### src/hw/rtl/assert_macros.svh
// Assertion helpers for the RTL.
`ifndef ASSERT_MACROS_SVH
`define ASSERT_MACROS_SVH

// Same-cycle implication, disabled during reset.
`define CHBS_ASSERT_IMPLIES(lbl, clk, rst, ante, cons) \
   lbl: assert property (@(posedge clk) disable iff (rst) (ante) |-> (cons)) \
      else $error("%m: implication failed");

// Next-cycle implication, disabled during reset.
`define CHBS_ASSERT_NEXT(lbl, clk, rst, ante, cons) \
   lbl: assert property (@(posedge clk) disable iff (rst) (ante) |=> (cons)) \
      else $error("%m: next-cycle implication failed");

`endif

### src/hw/rtl/chbs_pkg.sv
`timescale 1ns / 1ps

package chbs_pkg;

   localparam int MAX_BINS = 64;
   localparam int MIN_BINS = 3;
   localparam int ADDR_W   = $clog2(MAX_BINS);
   localparam int CNT_W    = ADDR_W + 1;
   localparam int VAL_W    = 32;
   localparam int SUM_W    = VAL_W + 2;
   localparam int PASS_W   = 6;

   // divide by three one 17-bit digit at a time
   localparam int DIGIT_W     = SUM_W / 2;
   localparam int DIV_IN_W    = DIGIT_W + 2;
   localparam int RECIP_SHIFT = DIV_IN_W + 2;
   localparam int RECIP_W     = RECIP_SHIFT - 1;
   localparam logic [RECIP_W-1:0] DIV3_RECIP = RECIP_W'(((1 << RECIP_SHIFT) + 2) / 3);

   localparam int CSR_IDX_W  = 1;
   localparam int CSR_DATA_W = CNT_W;
   localparam logic [CSR_IDX_W-1:0] CSR_BINS_IN_USE     = 1'b0;
   localparam logic [CSR_IDX_W-1:0] CSR_ITERATION_COUNT = 1'b1;

   localparam logic [CNT_W-1:0]  RESET_BINS_IN_USE     = CNT_W'(36);
   localparam logic [PASS_W-1:0] RESET_ITERATION_COUNT = PASS_W'(6);

   typedef enum logic [3:0] {
      ST_IDLE,
      ST_RD_FIRST,
      ST_RD_LAST,
      ST_LD_LAST,
      ST_RD_NEXT,
      ST_SUM,
      ST_DIV_HI,
      ST_DIV_LO,
      ST_EMIT
   } state_type;

endpackage

### src/hw/rtl/circular_histogram_box_smoother.sv
// Load: one bin per cycle, start taken whenever busy is low.
// After the last bin of a histogram (N bins, P passes) busy stays high; once the P passes are
// done, N result strobes follow on consecutive cycles. Each pass reads bins 0 and N-1, then
// steps each bin through RD_NEXT, SUM, DIV_HI, DIV_LO on the one shared divide-by-three unit.
// Synchronous active-high reset: idle, load count zero, registers to 36 bins and 6 passes.
// The bin store is not cleared by reset. Results cannot be stalled by the receiver.
`timescale 1ns / 1ps

module circular_histogram_box_smoother import chbs_pkg::*; (
   input  logic                  clock,
   input  logic                  reset,
   input  logic                  start,
   output logic                  busy,
   input  logic [VAL_W-1:0]      req_bin_value,
   output logic                  rsp_strobe,
   output logic [VAL_W-1:0]      rsp_smoothed_value,
   output logic [ADDR_W-1:0]     rsp_bin_index,
   output logic                  rsp_last_bin,
   input  logic                  csr_write_enable,
   input  logic [CSR_IDX_W-1:0]  csr_index,
   input  logic [CSR_DATA_W-1:0] csr_write_data
);

`include "assert_macros.svh"

   state_type state_ff, state_in;

   logic [CNT_W-1:0]   bins_in_use_ff;
   logic [PASS_W-1:0]  iteration_count_ff;
   logic [CNT_W-1:0]   load_count_ff, load_count_in;
   logic [CNT_W-1:0]   job_bins_ff, job_bins_in;
   logic [PASS_W-1:0]  job_passes_ff, job_passes_in;
   logic [ADDR_W-1:0]  k_ff, k_in;
   logic [PASS_W-1:0]  pass_ff, pass_in;
   logic [VAL_W-1:0]   first_ff, first_in;
   logic [VAL_W-1:0]   left_ff, left_in;
   logic [VAL_W-1:0]   mid_ff, mid_in;
   logic [VAL_W-1:0]   right_ff, right_in;
   logic [SUM_W-1:0]   sum_ff, sum_in;
   logic [DIGIT_W-1:0] qhi_ff, qhi_in;
   logic [DIV_IN_W-1:0] x_ff, x_in;
   logic               emit_v_ff, emit_v_in;
   logic [ADDR_W-1:0]  emit_idx_ff, emit_idx_in;
   logic               emit_last_ff, emit_last_in;

   logic [CNT_W-1:0]   eff_bins;
   logic [CNT_W-1:0]   last_k;
   logic               at_last_k;
   logic               accept;

   logic               ram_we;
   logic [ADDR_W-1:0]  ram_wr_addr;
   logic [VAL_W-1:0]   ram_wr_data;
   logic [ADDR_W-1:0]  ram_rd_addr;
   logic [VAL_W-1:0]   ram_rd_data;

   logic [DIV_IN_W-1:0] div_a;
   logic [DIGIT_W-1:0]  div_q;
   logic [1:0]          div_r;
   logic [SUM_W-1:0]    quot_full;
   logic [VAL_W-1:0]    right_val;

   chbs_bin_ram #(.DEPTH(MAX_BINS), .WIDTH(VAL_W)) u_ram (
      .clock   (clock),
      .wr_en   (ram_we),
      .wr_addr (ram_wr_addr),
      .wr_data (ram_wr_data),
      .rd_addr (ram_rd_addr),
      .rd_data (ram_rd_data)
   );

   chbs_div3 u_div3 (
      .dividend  (div_a),
      .quotient  (div_q),
      .remainder (div_r)
   );

   always_comb begin
      if (bins_in_use_ff < CNT_W'(MIN_BINS)) begin
         eff_bins = CNT_W'(MIN_BINS);
      end else if (bins_in_use_ff > CNT_W'(MAX_BINS)) begin
         eff_bins = CNT_W'(MAX_BINS);
      end else begin
         eff_bins = bins_in_use_ff;
      end
   end

   assign busy      = (state_ff != ST_IDLE);
   assign accept    = start && !busy;
   assign last_k    = job_bins_ff - CNT_W'(1);
   assign at_last_k = ({1'b0, k_ff} == last_k);
   assign right_val = at_last_k ? first_ff : ram_rd_data;
   assign quot_full = {qhi_ff, DIGIT_W'(0)} + SUM_W'(div_q);

   always_ff @(posedge clock) begin
      if (reset) begin
         bins_in_use_ff     <= RESET_BINS_IN_USE;
         iteration_count_ff <= RESET_ITERATION_COUNT;
      end else if (csr_write_enable) begin
         case (csr_index)
            CSR_BINS_IN_USE: begin
               bins_in_use_ff <= csr_write_data;
            end
            CSR_ITERATION_COUNT: begin
               iteration_count_ff <= csr_write_data[PASS_W-1:0];
            end
            default: begin
            end
         endcase
      end
   end

   always_ff @(posedge clock) begin
      if (reset) begin
         state_ff      <= ST_IDLE;
         load_count_ff <= '0;
         emit_v_ff     <= 1'b0;
      end else begin
         state_ff      <= state_in;
         load_count_ff <= load_count_in;
         emit_v_ff     <= emit_v_in;
      end
   end

   always_ff @(posedge clock) begin
      job_bins_ff   <= job_bins_in;
      job_passes_ff <= job_passes_in;
      k_ff          <= k_in;
      pass_ff       <= pass_in;
      first_ff      <= first_in;
      left_ff       <= left_in;
      mid_ff        <= mid_in;
      right_ff      <= right_in;
      sum_ff        <= sum_in;
      qhi_ff        <= qhi_in;
      x_ff          <= x_in;
      emit_idx_ff   <= emit_idx_in;
      emit_last_ff  <= emit_last_in;
   end

   always_comb begin
      logic [CNT_W-1:0] load_next;
      load_next     = load_count_ff + CNT_W'(1);
      state_in      = state_ff;
      load_count_in = load_count_ff;
      job_bins_in   = job_bins_ff;
      job_passes_in = job_passes_ff;
      k_in          = k_ff;
      pass_in       = pass_ff;
      first_in      = first_ff;
      left_in       = left_ff;
      mid_in        = mid_ff;
      right_in      = right_ff;
      sum_in        = sum_ff;
      qhi_in        = qhi_ff;
      x_in          = x_ff;
      emit_v_in     = 1'b0;
      emit_idx_in   = emit_idx_ff;
      emit_last_in  = emit_last_ff;
      ram_we        = 1'b0;
      ram_wr_addr   = load_count_ff[ADDR_W-1:0];
      ram_wr_data   = req_bin_value;
      ram_rd_addr   = k_ff;
      div_a         = {2'b00, sum_ff[SUM_W-1 -: DIGIT_W]};

      case (state_ff)
         ST_IDLE: begin
            if (accept) begin
               ram_we = 1'b1;
               if (load_next >= eff_bins) begin
                  load_count_in = '0;
                  job_bins_in   = eff_bins;
                  job_passes_in = iteration_count_ff;
                  k_in          = '0;
                  pass_in       = '0;
                  state_in      = (iteration_count_ff == '0) ? ST_EMIT : ST_RD_FIRST;
               end else begin
                  load_count_in = load_next;
               end
            end
         end
         ST_RD_FIRST: begin
            ram_rd_addr = '0;
            state_in    = ST_RD_LAST;
         end
         ST_RD_LAST: begin
            first_in    = ram_rd_data;
            mid_in      = ram_rd_data;
            ram_rd_addr = last_k[ADDR_W-1:0];
            state_in    = ST_LD_LAST;
         end
         ST_LD_LAST: begin
            left_in  = ram_rd_data;
            k_in     = '0;
            state_in = ST_RD_NEXT;
         end
         ST_RD_NEXT: begin
            ram_rd_addr = k_ff + ADDR_W'(1);
            state_in    = ST_SUM;
         end
         ST_SUM: begin
            right_in = right_val;
            sum_in   = SUM_W'(left_ff) + SUM_W'(mid_ff) + SUM_W'(right_val) + SUM_W'(1);
            state_in = ST_DIV_HI;
         end
         ST_DIV_HI: begin
            div_a    = {2'b00, sum_ff[SUM_W-1 -: DIGIT_W]};
            qhi_in   = div_q;
            x_in     = {div_r, sum_ff[DIGIT_W-1:0]};
            state_in = ST_DIV_LO;
         end
         ST_DIV_LO: begin
            div_a       = x_ff;
            ram_we      = 1'b1;
            ram_wr_addr = k_ff;
            ram_wr_data = quot_full[VAL_W-1:0];
            left_in     = mid_ff;
            mid_in      = right_ff;
            if (at_last_k) begin
               pass_in = pass_ff + PASS_W'(1);
               k_in    = '0;
               if (pass_ff + PASS_W'(1) == job_passes_ff) begin
                  state_in = ST_EMIT;
               end else begin
                  state_in = ST_RD_FIRST;
               end
            end else begin
               k_in     = k_ff + ADDR_W'(1);
               state_in = ST_RD_NEXT;
            end
         end
         ST_EMIT: begin
            ram_rd_addr  = k_ff;
            emit_v_in    = 1'b1;
            emit_idx_in  = k_ff;
            emit_last_in = at_last_k;
            k_in         = k_ff + ADDR_W'(1);
            if (at_last_k) begin
               state_in = ST_IDLE;
            end
         end
         default: begin
            state_in = ST_IDLE;
         end
      endcase
   end

   assign rsp_strobe         = emit_v_ff;
   assign rsp_smoothed_value = ram_rd_data;
   assign rsp_bin_index      = emit_idx_ff;
   assign rsp_last_bin       = emit_v_ff && emit_last_ff;

   `CHBS_ASSERT_IMPLIES(a_strobe_from_emit, clock, reset, emit_v_ff, $past(state_ff == ST_EMIT))
   `CHBS_ASSERT_IMPLIES(a_bin_in_range, clock, reset,
      (state_ff == ST_EMIT || state_ff == ST_SUM || state_ff == ST_DIV_LO),
      ({1'b0, k_ff} < job_bins_ff))
   `CHBS_ASSERT_IMPLIES(a_pass_in_range, clock, reset,
      (state_ff == ST_DIV_HI || state_ff == ST_DIV_LO), (pass_ff < job_passes_ff))
   `CHBS_ASSERT_NEXT(a_last_ends_job, clock, reset,
      (state_ff == ST_EMIT && at_last_k), (state_ff == ST_IDLE && emit_last_ff))

endmodule

### src/hw/rtl/chbs_bin_ram.sv
`timescale 1ns / 1ps

module chbs_bin_ram #(
   parameter int DEPTH = 64,
   parameter int WIDTH = 32
) (
   input  logic                     clock,
   input  logic                     wr_en,
   input  logic [$clog2(DEPTH)-1:0] wr_addr,
   input  logic [WIDTH-1:0]         wr_data,
   input  logic [$clog2(DEPTH)-1:0] rd_addr,
   output logic [WIDTH-1:0]         rd_data
);

   logic [WIDTH-1:0] mem [DEPTH];
   logic [WIDTH-1:0] rd_data_ff;

   always_ff @(posedge clock) begin
      if (wr_en) begin
         mem[wr_addr] <= wr_data;
      end
      rd_data_ff <= mem[rd_addr];
   end

   assign rd_data = rd_data_ff;

endmodule

### src/hw/rtl/chbs_div3.sv
`timescale 1ns / 1ps

module chbs_div3 import chbs_pkg::*; (
   input  logic [DIV_IN_W-1:0] dividend,
   output logic [DIGIT_W-1:0]  quotient,
   output logic [1:0]          remainder
);

   localparam int PROD_W = DIV_IN_W + RECIP_W;

   logic [PROD_W-1:0]   product;
   logic [DIV_IN_W-1:0] back;

   // reciprocal multiply, exact for dividends below 3 * 2**DIGIT_W
   assign product   = PROD_W'(dividend) * PROD_W'(DIV3_RECIP);
   assign quotient  = product[RECIP_SHIFT +: DIGIT_W];
   assign back      = dividend - DIV_IN_W'(quotient) * DIV_IN_W'(3);
   assign remainder = back[1:0];

endmodule

### config.mk
export PLATFORM = sky130hd
export DESIGN_NAME = circular_histogram_box_smoother
export DESIGN_NICKNAME = d
export VERILOG_FILES = /design/src/hw/rtl/chbs_pkg.sv /design/src/hw/rtl/circular_histogram_box_smoother.sv /design/src/hw/rtl/chbs_bin_ram.sv /design/src/hw/rtl/chbs_div3.sv
export VERILOG_INCLUDE_DIRS = /design/src /design/src/hw/rtl
export SDC_FILE = /design/constraint.sdc
export NUM_CORES = 2
export LEC_CHECK = 0
export BUFFER_PORTS_ARGS = -buffer_cell sky130_fd_sc_hd__clkbuf_2
export CORE_MARGIN = 4
export CORE_UTILIZATION = 30
export DETAILED_ROUTE_END_ITERATION = 8
export HOLD_SLACK_MARGIN = 0.08
export PLACE_DENSITY_LB_ADDON = 0.08
export SYNTH_ARGS = -nofsm -noshare
export SYNTH_HDL_FRONTEND = slang
export SYNTH_SLANG_ARGS = --single-unit
export TNS_END_PERCENT = 20
### constraint.sdc
create_clock -name clock -period 9.6 [get_ports clock]
set_clock_uncertainty 0.15 [all_clocks]
set_input_delay 0.48 -clock clock [delete_from_list [all_inputs] [get_ports clock]]
set_output_delay 0.48 -clock clock [all_outputs]
set_load 0.01 [all_outputs]
Word-level counts from Yosys, hierarchy flattened
Memory sizes are Yosys's and may differ from the RTL's. A register that Yosys moved wholly into a read port is not among the register bits.
Cells that the tools add are included.
{ "classes": {"eq_ne": 14, "addsub": 9, "n_lt_le_gt_ge": 3, "n_reduce_logical": 17, "mul": 2, "bitwise": 1, "mux": 28} }
{ "op_table": {"columns": ["cell", "count"], "rows": [
  ["32-bit one-hot mux with 2 select lines", 2],
  ["32-bit 2-to-1 mux", 2],
  ["19-bit by 20-bit multiplier with 38-bit output (second input constant)", 1],
  ["4-bit one-hot mux with 9 select lines", 1],
  ["33-bit by 32-bit adder with 34-bit output", 1],
  ["34-bit by 1-bit adder with 34-bit output (second input constant)", 1],
  ["32-bit by 32-bit adder with 33-bit output", 1],
  ["32-bit by 17-bit adder with 32-bit output", 1],
  ["6-bit 2-to-1 mux", 5],
  ["4-bit 2-to-1 mux", 6],
  ["6-bit one-hot mux with 4 select lines", 1],
  ["7-bit 2-to-1 mux", 3],
  ["19-bit 2-to-1 mux", 1],
  ["6-bit one-hot mux with 3 select lines", 1],
  ["17-bit by 2-bit multiplier with 2-bit output (second input constant)", 1],
  ["4-bit by 3-bit == test with 1-bit output (second input constant)", 4],
  ["6-bit by 1-bit adder with 6-bit output (second input constant)", 2],
  ["6-bit one-hot mux with 2 select lines", 1],
  ["3-bit AND reduction", 3],
  ["4-bit by 2-bit == test with 1-bit output (second input constant)", 2],
  ["2-bit != test (second input constant)", 4],
  ["4-bit nonzero test", 2],
  ["7-bit by 1-bit adder with 7-bit output (second input constant)", 1],
  ["6-bit by 7-bit == test with 1-bit output", 1],
  ["other kinds (18)", 26]
]} }
{ "totals": {"word_cells": 93, "n_memories": 1, "ramBits": 2048, "input_bits": 44, "regBits": 253} }
{ "memory_table": {"columns": ["name", "words", "word_bits", "rd", "rd_ports_with_merged_regs", "write_ports", "line", "source"], "rows": [
  ["u_ram.mem", 64, 32, 1, 1, 1, "chbs_bin_ram.sv:15", "logic [WIDTH-1:0] mem [DEPTH];"]
]} }

Longest topological paths before layout
{ "logic_depth": {"depth_word": 7, "mapped_depth": 30, "ltp_nobuf": 26} }

Modules after synthesis
From an unflattened synthesis, not the netlist that was laid out.
{ "hier_totals": {"cells_unflattened": 5096, "hier_area_um2": 97001.8} }
{ "modules_own_cells": {"columns": ["mod", "cells_per_inst", "seq_area_each_um2", "area_per_inst_um2", "n_inst"], "rows": [
  ["chbs_bin_ram", 3324, 62139.6, 78515.3, 1],
  ["circular_histogram_box_smoother", 1173, 7347.0, 12872.3, 1],
  ["chbs_div3", 599, 0.0, 5614.1, 1]
]} }

Worst setup path after synthesis
No wires, ideal clock.
{ "synth_timing": {"path_type": "flip-flop to flip-flop", "start": "register state_ff[0]", "end": "memory u_ram.mem[0][15], data pin", "n_path_buf": 4, "stages_incl_launch_ff": 28, "t_required_ns": 8.748, "t_arrival_ns": 9.288, "setup_ns": 0.702, "setup_slack_ns": -0.539, "synth_period_minus_slack_ns": 10.139, "path_cell_list": "dfxtp_1 > buf_2 > nor2b_1 > and3_1 > clkbuf_1 > clkbuf_1 > clkbuf_1 > nand2_1 > nand2_1 > ha_1 > fa_1 > fa_1 > inv_1 > fa_1 > inv_1 > fa_1 > inv_1 > fa_1 > inv_1 > ha_1 > nand2_1 > nor4_1 > nand3_1 > o31ai_2 > a31oi_1 > o2111ai_1 > xnor2_1 > o21ai_0"} }
{ "synth_between": {"elab_chain_cells": 5} }
{ "synth_lines": {"columns": ["item", "line", "source"], "rows": [
  ["start: declaration", "circular_histogram_box_smoother.sv:26", "state_type state_ff, state_in;"],
  ["start signal: assignment", "circular_histogram_box_smoother.sv:119", "state_ff <= state_in;"],
  ["4-bit by 3-bit == test with 1-bit output *", "circular_histogram_box_smoother.sv:166", "case (state_ff)"],
  ["19-bit 2-to-1 mux", "circular_histogram_box_smoother.sv:166", null],
  ["19-bit by 20-bit multiplier with 38-bit output", "chbs_div3.sv:15", "assign product = PROD_W'(dividend) * PROD_W'(DIV3_RECIP);"],
  ["32-bit by 17-bit adder with 32-bit output", "circular_histogram_box_smoother.sv:93", "assign quot_full = {qhi_ff, DIGIT_W'(0)} + SUM_W'(div_q);"],
  ["32-bit 2-to-1 mux *", "circular_histogram_box_smoother.sv:166", null],
  ["net ram_wr_data[15]", "circular_histogram_box_smoother.sv:53", "logic [VAL_W-1:0] ram_wr_data;"],
  ["end: declaration", "chbs_bin_ram.sv:15", null]
]} }
Mark *: on every way through the listed nets, which the timed path passes. The rest lies on a longest branch.

Worst setup path in the final report
{ "layout_timing": {"start": "register state_ff[0]", "end": "memory u_ram.mem[59][13], data pin"} }
{ "layout_between": {"elab_chain_cells": 5} }
{ "layout_lines": {"columns": ["item", "line", "source"], "rows": [
  ["4-bit by 3-bit == test with 1-bit output", "circular_histogram_box_smoother.sv:166", null],
  ["19-bit 2-to-1 mux", "circular_histogram_box_smoother.sv:166", null],
  ["19-bit by 20-bit multiplier with 38-bit output", "chbs_div3.sv:15", null],
  ["net div_q[13]", "circular_histogram_box_smoother.sv:58", "logic [DIGIT_W-1:0] div_q;"],
  ["32-bit by 17-bit adder with 32-bit output", "circular_histogram_box_smoother.sv:93", null],
  ["32-bit 2-to-1 mux", "circular_histogram_box_smoother.sv:166", null],
  ["net ram_wr_data[13]", "circular_histogram_box_smoother.sv:53", null]
]} }
The timed path passes the listed nets, and every way through them passes these cells.

==> reports/qor.yml <==
logic_synthesis:
  postSynth.asyncResetShare_pct: 0
  ys.flop_type: "edfxtp_1"
  yosys.area.top_type: "edfxtp_1"
  synthesis.nets: 8043
  yosys_warnings: 0
  ys_seq_area_share_pct: 69.8
  synth_cells: 7696
  synth_top_area_share_pct: 68.6
  syn_area_per_cell_um2: 12.9
  synth_edf_count: 2276
  synth_seq_cells: 2333
  ys_top_cells_by_area: "edfxtp_1, nand2_1, nand3_1"
  synth_cell_type_count: 86
  synth_area_um2: 99600
critical_path:
  cp_max_fo: 64
  cp.required_ps: 9990
  critical_path_arrival_ps: 9370
  crit_type: "flop to flop"
  end_kind: "flop"
  startpoint_type: "flop"
placement:
  portBuffers: 84
  place_area_um2: 106000
  hpwlAfterDp_mm: 200
  place_ws_ps: 602
  globalplace.congestion: 0.829
  numPlacedInstances: 11900
clock_tree:
  post_cts_buffers: 0
  clk_latency_ps: 880
  cts-root-buf: "clkbuf_16"
  cts_sinks: 2333
  tritoncts: "built"
  cts_buffer_depth: 4
  cts_buffers: 274
  cts-htree-levels: 5
  clkTransAtPathRegs_ps: 60
pwr:
  irDropWorstVdd_v: 0.000239
  power_per_cell_area_nw_per_um2: 311
  leakagePower_nw: 40.3
  power_mw: 35.5
status:
  status: "finished clean"
sta:
  fin_setup_tns_ps: 0
  fin_crit_ps: 8990
  worstMarginPinSlew_ps: 1270
  grt_setup_unrepaired: "false"
  fmaxAchievable_ghz: 0.111
  setup_ws_ps: 611
  holdWs_ps: 270
  hold_viol: 0
  setup_viol: 0
  post-route-period-util_pct: 93.6
  slew_headroom_pct: 15.5
  timing.final.max_slew_violations: 0
grt:
  overflow: 0
  antenna_found_initial: 32
  grt_pass1_wl_mm: 506
  grtUsageTotal_pct: 20.9
  first_global_vias: 62300
  grt_max_degree: 143
layout:
  stdcell_count: 12400
  nets: 8163
  postLayoutCoreUtil_pct: 34.6
  final_area_um2: 114000
  drive_gt1_share_pct: 10.4
  syn_to_final_growth_pct: 14.8
  multiInputGateArea_um2: 28000
  final_common_cell: "edfxtp_1"
  n_fill_cell: 32400
  regArea_um2: 69500
  mostFrequentLayoutCells: "edfxtp_1, nand2_1, nand3_1"
floorplanning:
  start_util_pct: 30.1
  dieArea_um2: 341000
  pin_count: 85
  core-area_um2: 331000
  placementRows: 211
  dieHeight_um: 584
  dieWidth_um: 584
routing:
  finalWirelength_mm: 365
  wl_per_cell_um: 29.5
  drt_iter0_markers: 6353
  ant_nets: 0
  drt_first_pass_iters: 6
  vias: 63900
  route.detailed.drc: 0
  viasPerCell: 5.15
run:
  drv_cap: 0
worst_hold_path:
  hold_path.class: "flop to flop"
## per-layer routing
metal	routed length (um)	GRT usage, %
met2	168000	33.1
met4	10600	5.68
met5	13	0
met1	166000	29.6
met3	21100	3.30
## registers in the layout, indices dropped and copies added, names as in the netlist, 7 cells and up
| name | flops |
|---|---|
| job_bins_ff | 7 |
| first_ff | 32 |
| left_ff | 32 |
| right_ff | 32 |
| load_count_ff | 7 |
| mid_ff | 32 |
| bins_in_use_ff | 7 |
| qhi_ff | 15 |
| sum_ff | 34 |
| u_ram.mem | 2048 |
| u_ram.rd_data | 32 |
| x_ff | 19 |
## Yosys cell counts, drive strengths merged, types with 6 or more instances
cell type,number
edfxtp,2276
nand2,2267
nand3,724
and3,267
a31oi,260
clkbuf,247
buf,214
inv,182
ha,172
fa,131
nor2,122
a211oi,80
a32oi,68
a21oi,67
a221oi,63
a32o,62
dfxtp,57
xnor2,47
o21ai,44
a21o,43
mux2,41
xor2,38
a221o,34
o22ai,31
nand4,12
nor3,12
nand2b,10
o21bai,10
nor2b,9
or3,8
and2,7
o31ai,7
mux2i,6
nor4,6
## worst paths after layout
check,from,to,slack [ps],depth (start not counted)
setup / recovery,state_ff[0],u_ram.mem[59][13],610,24
hold / removal,sum_ff[15],x_ff[15],270,0
setup reg to reg,state_ff[0],u_ram.mem[59][13],610,24
hold reg to reg,sum_ff[15],x_ff[15],270,0
## what timing repair did
action	CTS	global route
hold buffers	28	0
gates resized for setup	0	0
endpoints found under the setup margin	0	0
endpoints found under the hold margin	20	0
## where the power goes
part           internal, mW  leakage, nW  switching (mW)
clock network          5.61         3.99            4.21
registers              11.6         21.0           0.239
logic                  3.65         15.3            10.2
total                  20.9         40.3            14.6
## worst max-delay path, cell delays in order, from the launching register on
cell and delay (ps):
dfxtp_1 700, nand4b_1 630, buf_4 410, buf_4 230, nand2_1 130, nand2_1 70, ha_1 210, xnor2_1 320
ha_1 200, nand2b_1 150, inv_1 100, fa_1 650, inv_1 130, fa_1 470, fa_1 510, fa_1 420
ha_1 400, nand2_1 80, nor4_1 270, nand3_1 200, o31ai_2 600, a31oi_1 330, o21bai_1 240, xor2_1 200
mux2_4 640
## kinds of logic after synthesis
logic type               share of synthesized area [%]
multiplexers                                     0.569
flip-flops                                        69.8
XOR/XNOR                                         0.771
AND/OR/NAND/NOR                                   14.9
AO/OA/AOI/OAI                                     6.35
buffers and inverters                             2.81
adder cells (fa/ha/maj)                           4.79
## area by class of cell
cell class	count	area share (%)
tap	4366	4.78
timing repair buffer	305	2.11
clock buffer	365	6.45
antenna	11	0.0241
sequential	2333	60.8
inverter	182	0.598
multi-input combinational	4720	24.5
clock inverter	113	0.726
No activity file was read; power rests on OpenSTA's default activity.
